[config.mk]
export PLATFORM = sky130hd
export DESIGN_NAME = triangle_scanline_rasterizer
export DESIGN_NICKNAME = d
export VERILOG_FILES = /design/src/rtl/core/tsr_pkg.sv /design/src/rtl/core/tsr_divider.sv /design/src/rtl/core/triangle_scanline_rasterizer.sv
export SDC_FILE = /design/constraint.sdc
export NUM_CORES = 2
export LEC_CHECK = 0
export BUFFER_PORTS_ARGS = -buffer_cell sky130_fd_sc_hd__buf_2
export CAP_MARGIN = 10
export CORE_ASPECT_RATIO = 2
export CORE_UTILIZATION = 60
export DETAILED_ROUTE_END_ITERATION = 16
export PLACE_DENSITY = 0.83
export SLEW_MARGIN = 15
export SYNTH_ARGS = -nofsm -noshare
export SYNTH_HDL_FRONTEND = slang
export SYNTH_SLANG_ARGS = --single-unit
[constraint.sdc]
create_clock -name i_clk -period 11.9 [get_ports i_clk]
set_clock_uncertainty 0.05 [all_clocks]
set_input_delay 0.595 -clock i_clk [delete_from_list [all_inputs] [get_ports i_clk]]
set_output_delay 0.595 -clock i_clk [all_outputs]
set_load 0.02 [all_outputs]
[src/rtl/core/tsr_pkg.sv]
`default_nettype none
// ----------------------------------------------------------------------------
// tsr_pkg
// Shared constants for the scanline triangle rasterizer.
// ----------------------------------------------------------------------------
package tsr_pkg;
    localparam int COORD_BITS_DEF = 12;
    localparam int CFG_IDX_BITS   = 3;
    localparam int CFG_DATA_BITS  = 32;
    localparam int COLOR_BITS     = 32;

    localparam logic [CFG_IDX_BITS-1:0] REG_AX    = 3'd0;
    localparam logic [CFG_IDX_BITS-1:0] REG_AY    = 3'd1;
    localparam logic [CFG_IDX_BITS-1:0] REG_BX    = 3'd2;
    localparam logic [CFG_IDX_BITS-1:0] REG_BY    = 3'd3;
    localparam logic [CFG_IDX_BITS-1:0] REG_CX    = 3'd4;
    localparam logic [CFG_IDX_BITS-1:0] REG_CY    = 3'd5;
    localparam logic [CFG_IDX_BITS-1:0] REG_COLOR = 3'd6;
endpackage
`default_nettype wire

[src/rtl/core/tsr_divider.sv]
`default_nettype none
// ----------------------------------------------------------------------------
// tsr_divider
// Restoring divider, one quotient bit per cycle, floor semantics for a
// signed numerator over a positive divisor.
// ----------------------------------------------------------------------------
module tsr_divider #(
    parameter int NB = 26,
    parameter int DB = 12
) (
    input  wire              i_clk,
    input  wire              i_rst_n,
    input  wire              i_start,
    input  wire signed [NB-1:0] i_num,
    input  wire [DB-1:0]     i_den,
    output logic             o_done,
    output logic signed [NB-1:0] o_quo
);
    localparam int CB = $clog2(NB + 1);

    logic [NB-1:0] r_q, n_q;
    logic [DB:0]   r_rem, n_rem;
    logic [DB-1:0] r_den;
    logic          r_neg, r_busy, n_busy, r_done;
    logic [CB-1:0] r_cnt, n_cnt;
    logic [NB-1:0] mag;
    logic [DB+1:0] trial;
    logic [NB-1:0] qpos;
    logic [NB-1:0] qneg;

    assign mag = i_num[NB-1] ? NB'(-i_num) : NB'(i_num);

    always_comb begin
        trial  = {r_rem, r_q[NB-1]} - {2'b00, r_den};
        n_q    = {r_q[NB-2:0], 1'b0};
        n_rem  = {r_rem[DB-1:0], r_q[NB-1]};
        n_cnt  = r_cnt;
        n_busy = r_busy;
        if (r_busy) begin
            if (!trial[DB+1]) begin
                n_rem = trial[DB:0];
                n_q[0] = 1'b1;
            end
            n_cnt = r_cnt - 1'b1;
            if (r_cnt == CB'(1)) n_busy = 1'b0;
        end
    end

    always_ff @(posedge i_clk) begin
        if (!i_rst_n) begin
            r_busy <= 1'b0;
            r_done <= 1'b0;
        end else begin
            r_done <= r_busy && !n_busy;
            if (i_start) begin
                r_busy <= 1'b1;
                r_cnt  <= CB'(NB);
                r_q    <= mag;
                r_rem  <= '0;
                r_den  <= i_den;
                r_neg  <= i_num[NB-1];
            end else if (r_busy) begin
                r_busy <= n_busy;
                r_cnt  <= n_cnt;
                r_q    <= n_q;
                r_rem  <= n_rem;
            end
        end
    end

    // round toward minus infinity for a negative numerator
    assign qpos = r_q;
    assign qneg = (r_rem != '0) ? NB'(~r_q) : NB'(-r_q);
    assign o_quo  = r_neg ? signed'(qneg) : signed'(qpos);
    assign o_done = r_done;
endmodule
`default_nettype wire

[src/rtl/core/triangle_scanline_rasterizer.sv]
`default_nettype none
// ----------------------------------------------------------------------------
// triangle_scanline_rasterizer
// Scanline triangle fill, one pixel word per advance item.
// ----------------------------------------------------------------------------
// A start word latches and sorts the configured vertices; an advance word emits
// the next covered pixel. Along a span one pixel word is accepted and handed off
// per cycle while the output is not stalled. At each row change the block
// computes both edge points with a shared serial divider, and o_stall stays high
// while it does so. A start sorts in its accept cycle and then runs one row
// setup, or returns to idle when all three vertices share a row.
// ----------------------------------------------------------------------------
module triangle_scanline_rasterizer
    import tsr_pkg::*;
#(
    parameter int COORD_BITS = COORD_BITS_DEF
) (
    input  wire                         i_clk,
    input  wire                         i_rst_n,
    input  wire                         i_cfg_we,
    input  wire [tsr_pkg::CFG_IDX_BITS-1:0]  i_cfg_idx,
    input  wire [tsr_pkg::CFG_DATA_BITS-1:0] i_cfg_data,
    input  wire                         i_valid,
    output logic                        o_stall,
    input  wire                         i_start_req,
    output logic                        o_valid,
    input  wire                         i_stall,
    output logic [COORD_BITS-1:0]       o_pixel_x,
    output logic [COORD_BITS-1:0]       o_pixel_y,
    output logic [tsr_pkg::COLOR_BITS-1:0] o_pixel_color,
    output logic                        o_last_pixel
);
    localparam int CB = COORD_BITS;
    localparam int NB = 2 * CB + 2;
    localparam logic [2:0] S_IDLE = 3'd0, S_DRAW = 3'd1, S_DIVA = 3'd2,
                           S_DIVB = 3'd3, S_SPAN = 3'd4;

    logic [CB-1:0] r_vx [3];
    logic [CB-1:0] r_vy [3];
    logic [COLOR_BITS-1:0] r_color;
    logic [CB-1:0] r_sx [3];
    logic [CB-1:0] r_sy [3];
    logic [CB-1:0] r_row, r_col, r_end;
    logic [2:0]    r_st;
    logic signed [CB+1:0] r_a;

    always_ff @(posedge i_clk) begin
        if (!i_rst_n) begin
            for (int k = 0; k < 3; k++) begin
                r_vx[k] <= '0;
                r_vy[k] <= '0;
            end
            r_color <= '0;
        end else if (i_cfg_we) begin
            case (i_cfg_idx)
                REG_AX:    r_vx[0] <= i_cfg_data[CB-1:0];
                REG_AY:    r_vy[0] <= i_cfg_data[CB-1:0];
                REG_BX:    r_vx[1] <= i_cfg_data[CB-1:0];
                REG_BY:    r_vy[1] <= i_cfg_data[CB-1:0];
                REG_CX:    r_vx[2] <= i_cfg_data[CB-1:0];
                REG_CY:    r_vy[2] <= i_cfg_data[CB-1:0];
                REG_COLOR: r_color <= i_cfg_data[COLOR_BITS-1:0];
                default: ;
            endcase
        end
    end

    // three compare-and-swap steps on the configured vertices
    logic [CB-1:0] x0, x1, x2, y0, y1, y2, tx, ty;
    always_comb begin
        tx = '0; ty = '0;
        x0 = r_vx[0]; x1 = r_vx[1]; x2 = r_vx[2];
        y0 = r_vy[0]; y1 = r_vy[1]; y2 = r_vy[2];
        if (y0 > y1) begin tx = x0; ty = y0; x0 = x1; y0 = y1; x1 = tx; y1 = ty; end
        if (y0 > y2) begin tx = x0; ty = y0; x0 = x2; y0 = y2; x2 = tx; y2 = ty; end
        if (y1 > y2) begin tx = x1; ty = y1; x1 = x2; y1 = y2; x2 = tx; y2 = ty; end
    end

    // divider operand selection
    logic [CB-1:0] tot, h1, h2;
    logic          second;
    logic signed [CB+1:0] dx_l, dx_s;
    logic [CB-1:0] i_eff;
    logic signed [NB-1:0] num;
    logic [CB-1:0] den;
    logic          dv_start, dv_done;
    logic signed [NB-1:0] quo;
    logic signed [CB+1:0] b_val, lo, hi;

    assign tot    = r_sy[2] - r_sy[0];
    assign h1     = r_sy[1] - r_sy[0];
    assign h2     = r_sy[2] - r_sy[1];
    assign second = (r_row > h1) || (h1 == '0);
    assign dx_l   = $signed({2'b00, r_sx[2]}) - $signed({2'b00, r_sx[0]});
    assign dx_s   = second ? $signed({2'b00, r_sx[2]}) - $signed({2'b00, r_sx[1]})
                           : $signed({2'b00, r_sx[1]}) - $signed({2'b00, r_sx[0]});
    assign i_eff  = second ? r_row - h1 : r_row;

    always_comb begin
        if (r_st == S_DIVA) begin
            num = NB'(dx_l * $signed({2'b00, r_row}));
            den = tot;
        end else begin
            num = NB'(dx_s * $signed({2'b00, i_eff}));
            den = second ? h2 : h1;
        end
    end

    logic r_kick;
    assign dv_start = r_kick;

    tsr_divider #(.NB(NB), .DB(CB)) u_div (
        .i_clk(i_clk), .i_rst_n(i_rst_n), .i_start(dv_start),
        .i_num(num), .i_den(den), .o_done(dv_done), .o_quo(quo)
    );

    assign b_val = (second ? $signed({2'b00, r_sx[1]}) : $signed({2'b00, r_sx[0]}))
                   + $signed(quo[CB+1:0]);
    assign lo = (r_a < b_val) ? r_a : b_val;
    assign hi = (r_a < b_val) ? b_val : r_a;

    logic take_in, out_free, is_last, emit, n_kick;
    assign out_free = !o_valid || !i_stall;
    assign o_stall  = !((r_st == S_IDLE || r_st == S_DRAW) && out_free);
    assign take_in  = i_valid && !o_stall;
    assign is_last  = (r_col == r_end) && (r_row + 1'b1 == tot);
    assign emit     = take_in && !i_start_req && (r_st == S_DRAW);

    // start a division when a row setup begins and again for the short edge
    assign n_kick = (take_in && i_start_req && (y2 != y0))
                 || (emit && (r_col >= r_end) && (r_row + 1'b1 < tot))
                 || ((r_st == S_DIVA) && dv_done);

    always_ff @(posedge i_clk) begin
        if (!i_rst_n) begin
            r_st    <= S_IDLE;
            r_kick  <= 1'b0;
            o_valid <= 1'b0;
            r_row   <= '0;
            r_col   <= '0;
            r_end   <= '0;
            for (int k = 0; k < 3; k++) begin
                r_sx[k] <= '0;
                r_sy[k] <= '0;
            end
        end else begin
            r_kick <= n_kick;
            if (emit) begin
                o_valid <= 1'b1;
            end else if (o_valid && !i_stall) begin
                o_valid <= 1'b0;
            end
            case (r_st)
                S_IDLE, S_DRAW: begin
                    if (take_in && i_start_req) begin
                        r_sx[0] <= x0; r_sx[1] <= x1; r_sx[2] <= x2;
                        r_sy[0] <= y0; r_sy[1] <= y1; r_sy[2] <= y2;
                        r_row <= '0;
                        if (y2 == y0) begin
                            r_st  <= S_IDLE;
                            r_col <= '0;
                            r_end <= '0;
                        end else begin
                            r_st   <= S_DIVA;
                        end
                    end else if (emit) begin
                        o_pixel_x     <= r_col;
                        o_pixel_y     <= r_sy[0] + r_row;
                        o_pixel_color <= r_color;
                        o_last_pixel  <= is_last;
                        if (r_col < r_end) begin
                            r_col <= r_col + 1'b1;
                        end else begin
                            r_row <= r_row + 1'b1;
                            if (r_row + 1'b1 >= tot) begin
                                r_st <= S_IDLE;
                            end else begin
                                r_st   <= S_DIVA;
                            end
                        end
                    end
                end
                S_DIVA: begin
                    if (dv_done) begin
                        r_a    <= $signed({2'b00, r_sx[0]}) + $signed(quo[CB+1:0]);
                        r_st   <= S_DIVB;
                    end
                end
                S_DIVB: begin
                    if (dv_done) begin
                        r_col <= lo[CB-1:0];
                        r_end <= hi[CB-1:0];
                        r_st  <= S_DRAW;
                    end
                end
                default: r_st <= S_IDLE;
            endcase
        end
    end
endmodule
`default_nettype wire
# [Word level (Yosys, flattened, before mapping)]
# Memory sizes are Yosys's and may differ from the RTL's.
# Cells that the tools add are included.
[op_classes] n_addsub=16 multipliers=2 order_cmp=9 n_eq_ne=23 muxes=96 bitwise_logic=14 n_reduce_logical=40
[op_table] operator="$mux 12" count=40
[op_table] operator="$mux 26" count=4
[op_table] operator="$gt 12x12->1" count=4
[op_table] operator="$pmux 12 s2" count=2
[op_table] operator="$sub 12x12->12" count=4
[op_table] operator="$mux 14" count=3
[op_table] operator="$sub 12x12->13" count=3
[op_table] operator="$eq 12x12->1" count=3
[op_table] operator="$mux 1" count=36
[op_table] operator="$add 13x14->14" count=2
[op_table] operator="$mul 13x13->26" count=1
[op_table] operator="$mul 14x13->26" count=1
[op_table] operator="$mux 13" count=2
[op_table] operator="$neg 26->26" count=1
[op_table] operator="$add 12x1->12 const B" count=2
[op_table] operator="$ge 12x12->1" count=2
[op_table] operator="$lt 12x12->1" count=2
[op_table] operator="$mux 3" count=5
[op_table] operator="$lt 14x14->1" count=1
[op_table] operator="$neg 14->14" count=1
[op_table] operator="$not 14->14" count=1
[op_table] operator="$sub 14x12->14" count=1
[op_table] operator="$reduce_bool 13->1" count=1
[op_table] operator="$add 12x12->12" count=1
[op_table] operator="25 further kinds" count=77
[totals] regBits=203 ramBits=144 input_bits=41 word_cells=223 n_memories=4
[mem_list] name="r_sx" depth=3 width=12 rd=3 rd_ports_with_merged_regs=0 wr=3 line="triangle_scanline_rasterizer.sv:41" source="logic [CB-1:0] r_sx [3];"
[mem_list] name="r_sy" depth=3 width=12 rd=3 rd_ports_with_merged_regs=0 wr=3 line="triangle_scanline_rasterizer.sv:42" source="logic [CB-1:0] r_sy [3];"
[mem_list] name="r_vx" depth=3 width=12 rd=3 rd_ports_with_merged_regs=0 wr=3 line="triangle_scanline_rasterizer.sv:38" source="logic [CB-1:0] r_vx [3];"
[mem_list] name="r_vy" depth=3 width=12 rd=3 rd_ports_with_merged_regs=0 wr=3 line="triangle_scanline_rasterizer.sv:39" source="logic [CB-1:0] r_vy [3];"

# [Longest topological paths before layout]
# An unclocked memory read counts as a cell.
[depth] depth_word=11 ltp_mapped=48 depth_no_buf=43

# [Cells and area by module]
# From an unflattened synthesis, not the netlist that was laid out.
[unflattened] cells_unflattened=4075 hier_area_um2=36442.5
[modules_own_cells] module="triangle_scanline_rasterizer" n_inst=1 cells_each=3654 area_each_um2=32354.8 seq_area_each_um2=7897.6
[modules_own_cells] module="tsr_divider" n_inst=1 cells_each=421 area_each_um2=4087.7 seq_area_each_um2=1751.7

# [Least setup slack after synthesis]
# No wires, ideal clock.
[synth_timing] path_type="register to register" startpoint="mem r_sy[0][1] (netlist bit)" endpoint="reg u_div.r_q[21], in the netlist u_div.qpos[21], data pin" setup_time_ns=0.282 arrival_time_ns=9.841 required_time_ns=11.568 setup_slack_ns=1.726 path_stages_with_launch=39 path_buffers=3 period_less_slack_ns=10.174 cell_sequence="edfxtp_1 > inv_1 > ha_1 > nor2b_1 > o31a_1 > o21a_1 > o41a_1 > xnor2_1 > ha_1 > or3_1 > o21ai_0 > a21oi_1 > maj3_1 > a221oi_1 > o21ai_0 > buf_4 > mux2i_1 > or3_1 > (+3 left out) > fa_1 > fa_1 > inv_1 > fa_1 > inv_1 > ha_1 > a21o_1 > a211o_1 > nor3_1 > nor3_1 > a311o_1 > nand2_1 > mux2i_1 > a211o_1 > clkbuf_1 > buf_1 > a221oi_1 > o311ai_0"
[synth_lines] item="start, declared" line="triangle_scanline_rasterizer.sv:42"
[synth_lines] item="end signal, assigned" line="tsr_divider.sv:58" source="r_q <= mag;"
[synth_lines] item="end signal, assigned" line="tsr_divider.sv:65" source="r_q <= n_q;"
[synth_lines] item="end, declared" line="tsr_divider.sv:21" source="logic [NB-1:0] r_q, n_q;"

==> run_results.csv <==
group,metric,value,unit
setup_path,cp-start-kind,"flip-flop",
setup_path,endpoint_kind,"flip-flop",
logic_synthesis,synth-main-ff-cell,"edfxtp_1",
logic_synthesis,synthAdderAreaFrac,27.8,%
floorplan,placementRows,128,
setup_path,max_stage_delay,530,ps
logic_synthesis,synth-edff-count,272,
clocking,postCtsHoldBufs,0,
setup_path,crit_type,"reg2reg",
global_routing,grt_max_degree,84,
logic_synthesis,synthDistinctLibCells,87,
final_layout,fin_area,39500,um2
global_routing,overflow,0,
clocking,h-tree-depth,2,
logic_synthesis,synth-simple-area-share,15.5,%
logic_synthesis,synth_area_per_cell,8.92,um2
logic_synthesis,yosys-top-cells-area,"edfxtp_1, fa_1, ha_1",
power_and_ir_drop,vdd.ir_drop.worst,0.000151,V
global_routing,grt_pass1_vias,32291,
sta,rsz0062_at_grt,"false",
sta,drv_slew,0,
routing,wl_per_cell,21.2,um
routing,postRouteAntennaNets,0,
power_and_ir_drop,internal_power,2.62,mW
run,cap_violations,0,
final_layout,multi_input_area,24500,um2
setup_path,worstPathRequired,12170,ps
global_routing,antenna_found_initial,0,
hold_path,hold_path_class,"in2reg",
run_status,status,"completed",
final_layout,finish.net_count,4844,
sta,hold_viol,0,
logic_synthesis,synth_top_area_share,22.1,%
global_routing,grt.total_usage,34.5,%
floorplan,io_pins,100,
place,port_buffers,99,
power_and_ir_drop,comb_power_share,41.3,%
global_routing,grt_pass1_wl,167000,um
place,gp_congestion,1.04,
power_and_ir_drop,clockPowerShare,25.7,%
power_and_ir_drop,power_density,111,nW/um2
final_layout,fin_util,64.9,%
clocking,cts_sinks,346,
clocking,cts-root-buf,"clkbuf_16",
clocking,cts_setup_buffers,0,
routing,drtPass1Iterations,6,
final_layout,drive_gt1_share,7.30,%
place,dp.cells,4912,
final_layout,final_cells,4974,
logic_synthesis,syn_nets,4823,
logic_synthesis,yosys_warnings,0,
logic_synthesis,async_reset_ff_share,0,%
logic_synthesis,synthXorXnorAreaFrac,4.43,%
floorplan,die_h,353,um
final_layout,antenna_cells,0,
floorplan,die_w,178,um
floorplan,die_area,62700,um2
logic_synthesis,netlist_instances,4147,
final_layout,fill_cells,4854,
sta,finalCritPeriodShare,94.5,%
setup_path,cp_max_fo,17,
power_and_ir_drop,power.leakage,17.7,nW
place,dp.final_hpwl,83900,um
logic_synthesis,synth_compound_area_share,14.4,%
power_and_ir_drop,p_sw_share,40.3,%
logic_synthesis,yosysSeqAreaShare,26.1,%
setup_path,critPathTopFamily,"adder cells",
sta,final.min_clock_period,11240,ps
routing,via_count,30524,
power_and_ir_drop,p_seq_share,33.0,%
clocking,cts_buffer_depth,3,
routing,routed_wirelength,105000,um
place,placed_cell_area,38400,um2
clocking,clkTransAtPathRegs,70,ps
setup_path,cp.arrival,11510,ps
clocking,numCtsBuffers,34,
logic_synthesis,ys_ff_latch,346,
logic_synthesis,synth_top_family_by_area,"adder cells",
sta,worstMarginPinSlew,1190,ps
routing,drtIter0Drc,2042,
sta,slew_headroom,18.7,%
setup_path,crit_slowest_cell,"fa_1",
power_and_ir_drop,power.switching,1.77,mW
setup_path,reg2reg_slack,660,ps
logic_synthesis,yosys.area.top_type,"edfxtp_1",
logic_synthesis,synthesis.area,37000,um2
final_layout,syn2layout_area_growth,6.90,%
setup_path,crit_buf_inv,6,
sta,timing.fmax,88.9,MHz
floorplan,coreArea,60900,um2
sta,setup_viol,0,
final_layout,regArea,9650,um2
logic_synthesis,synthMuxAreaShare,3.59,%
floorplan,initial_core_util,60.8,%
sta,fin_tns_setup,0,ps
routing,drcViolationCount,0,
clocking,cts_tree,"done",
sta,holdWs,208,ps
clocking,clk-insertion-delay-late,570,ps
routing,viasPerCell,6.14,
==> Yosys cell counts, types with 39 or more instances <==
master    count
nand2_1     423
xor2_1       47
nor3_1       72
nor2b_1      39
clkbuf_1    127
a21oi_1     241
mux2i_1      91
edfxtp_1    272
o21ai_0     184
a21o_1       44
fa_1        307
a211oi_1     92
nor2_1      323
xnor2_1     140
inv_1       615
and2_1      126
ha_1        328
nand3_1      54
dfxtp_1      74
==> layer usage <==
layer | global-route usage (%) | wire length (um) | up-vias
met1 | 33.2 | 33700 | 14701
li1 | - | - | 14082
met5 | 0 | 0 | -
met2 | 64.1 | 56200 | 1238
met3 | 5.30 | 5880 | 503
met4 | 27.1 | 9540 | 0
==> through the flow <==
step / worst slack [ps] / total power, mW
CTS: 343 / 4.36
floorplan: 1730 / 2.71
detailed placement: 328 / 3.23
global placement: 544 / 3.19
finish: 656 / 4.39
global route: 72.0 / 4.61
==> cells by family after synthesis <==
| kind of cell | after synthesis |
|---|---|
| buffers and inverters | 793 |
| and+or+nand+nor | 1225 |
| xor gates and xnor gates | 187 |
| muxes | 128 |
| AOI/OAI and AO/OA | 831 |
| adders and majority gates | 637 |
| DFF | 346 |
==> power by group through the flow <==
stage	combinational [mW]	clock [mW]	sequential [mW]
after floorplan	1.27	0	1.44
after global placement	1.72	0	1.47
after detailed placement	1.76	0	1.47
after CTS	1.78	1.14	1.44
after global routing	1.97	1.18	1.45
final	1.82	1.13	1.45
==> worst paths after layout <==
path,startpoint,to,cells after the start
worst min-delay path,i_cfg_data[27],r_color[27],3
worst max register to register,r_sy[0][1],u_div.qpos[24],38
worst max-delay path,r_sy[0][1],u_div.qpos[24],38
worst min register to register,r_color[19],o_pixel_color[19],0
==> flip-flops by register name, indices dropped and copies added (netlist names), 2 cells and up <==
| name | flops |
|---|---|
| r_st | 2 |
| r_color | 32 |
| r_a | 14 |
| u_div.r_rem | 13 |
| r_row | 12 |
| r_vy | 36 |
| u_div.r_cnt | 5 |
| r_sx | 36 |
| u_div.qpos | 26 |
| r_end | 12 |
| o_pixel_x | 12 |
| o_pixel_y | 12 |
| u_div.r_den | 12 |
| r_vx | 36 |
| r_sy | 36 |
| r_col | 12 |
| o_pixel_color | 32 |
==> layout by cell type (no fill, tap or decap), types with 38 or more instances in the layout <==
master	netlist	layout
nor2_1	323	320
inv_1	615	614
nor2b_1	39	38
nor3_1	72	72
nand3_1	54	54
buf_4	4	61
and2_1	126	126
xnor2_1	140	136
a21oi_1	241	241
ha_1	328	328
buf_2	20	99
fa_1	307	307
xor2_1	47	46
nand2_1	423	420
a21o_1	44	44
dfxtp_1	74	74
a211oi_1	92	90
o21ai_0	184	182
edfxtp_1	272	272
mux2i_1	91	91
==> what timing repair did <==
action                                  4_1_cts  5_1_grt
endpoints found under the setup margin        0       19
endpoints found under the hold margin         0        0
resized for setup                             0        5
==> layout make-up <==
class                      count  area share [%]
clock inverter                19           0.582
sequential                   346            24.4
inverter                     616            5.85
tap                          780            2.47
timing repair buffer         162            2.51
clock buffer                  43            2.29
multi-input combinational   3008            61.9
==> worst reg2reg max path, delay by kind of cell (launching register included) <==
kind                       cells  cell delay [ps]
xor gates and xnor gates       2              400
adders and majority gates      9             3870
AOI/OAI and AO/OA             10             2240
DFF                            1              400
buffers and inverters          6              770
muxes                          2              770
and+or+nand+nor                9             2520
No activity file was read; power rests on OpenSTA's default activity.
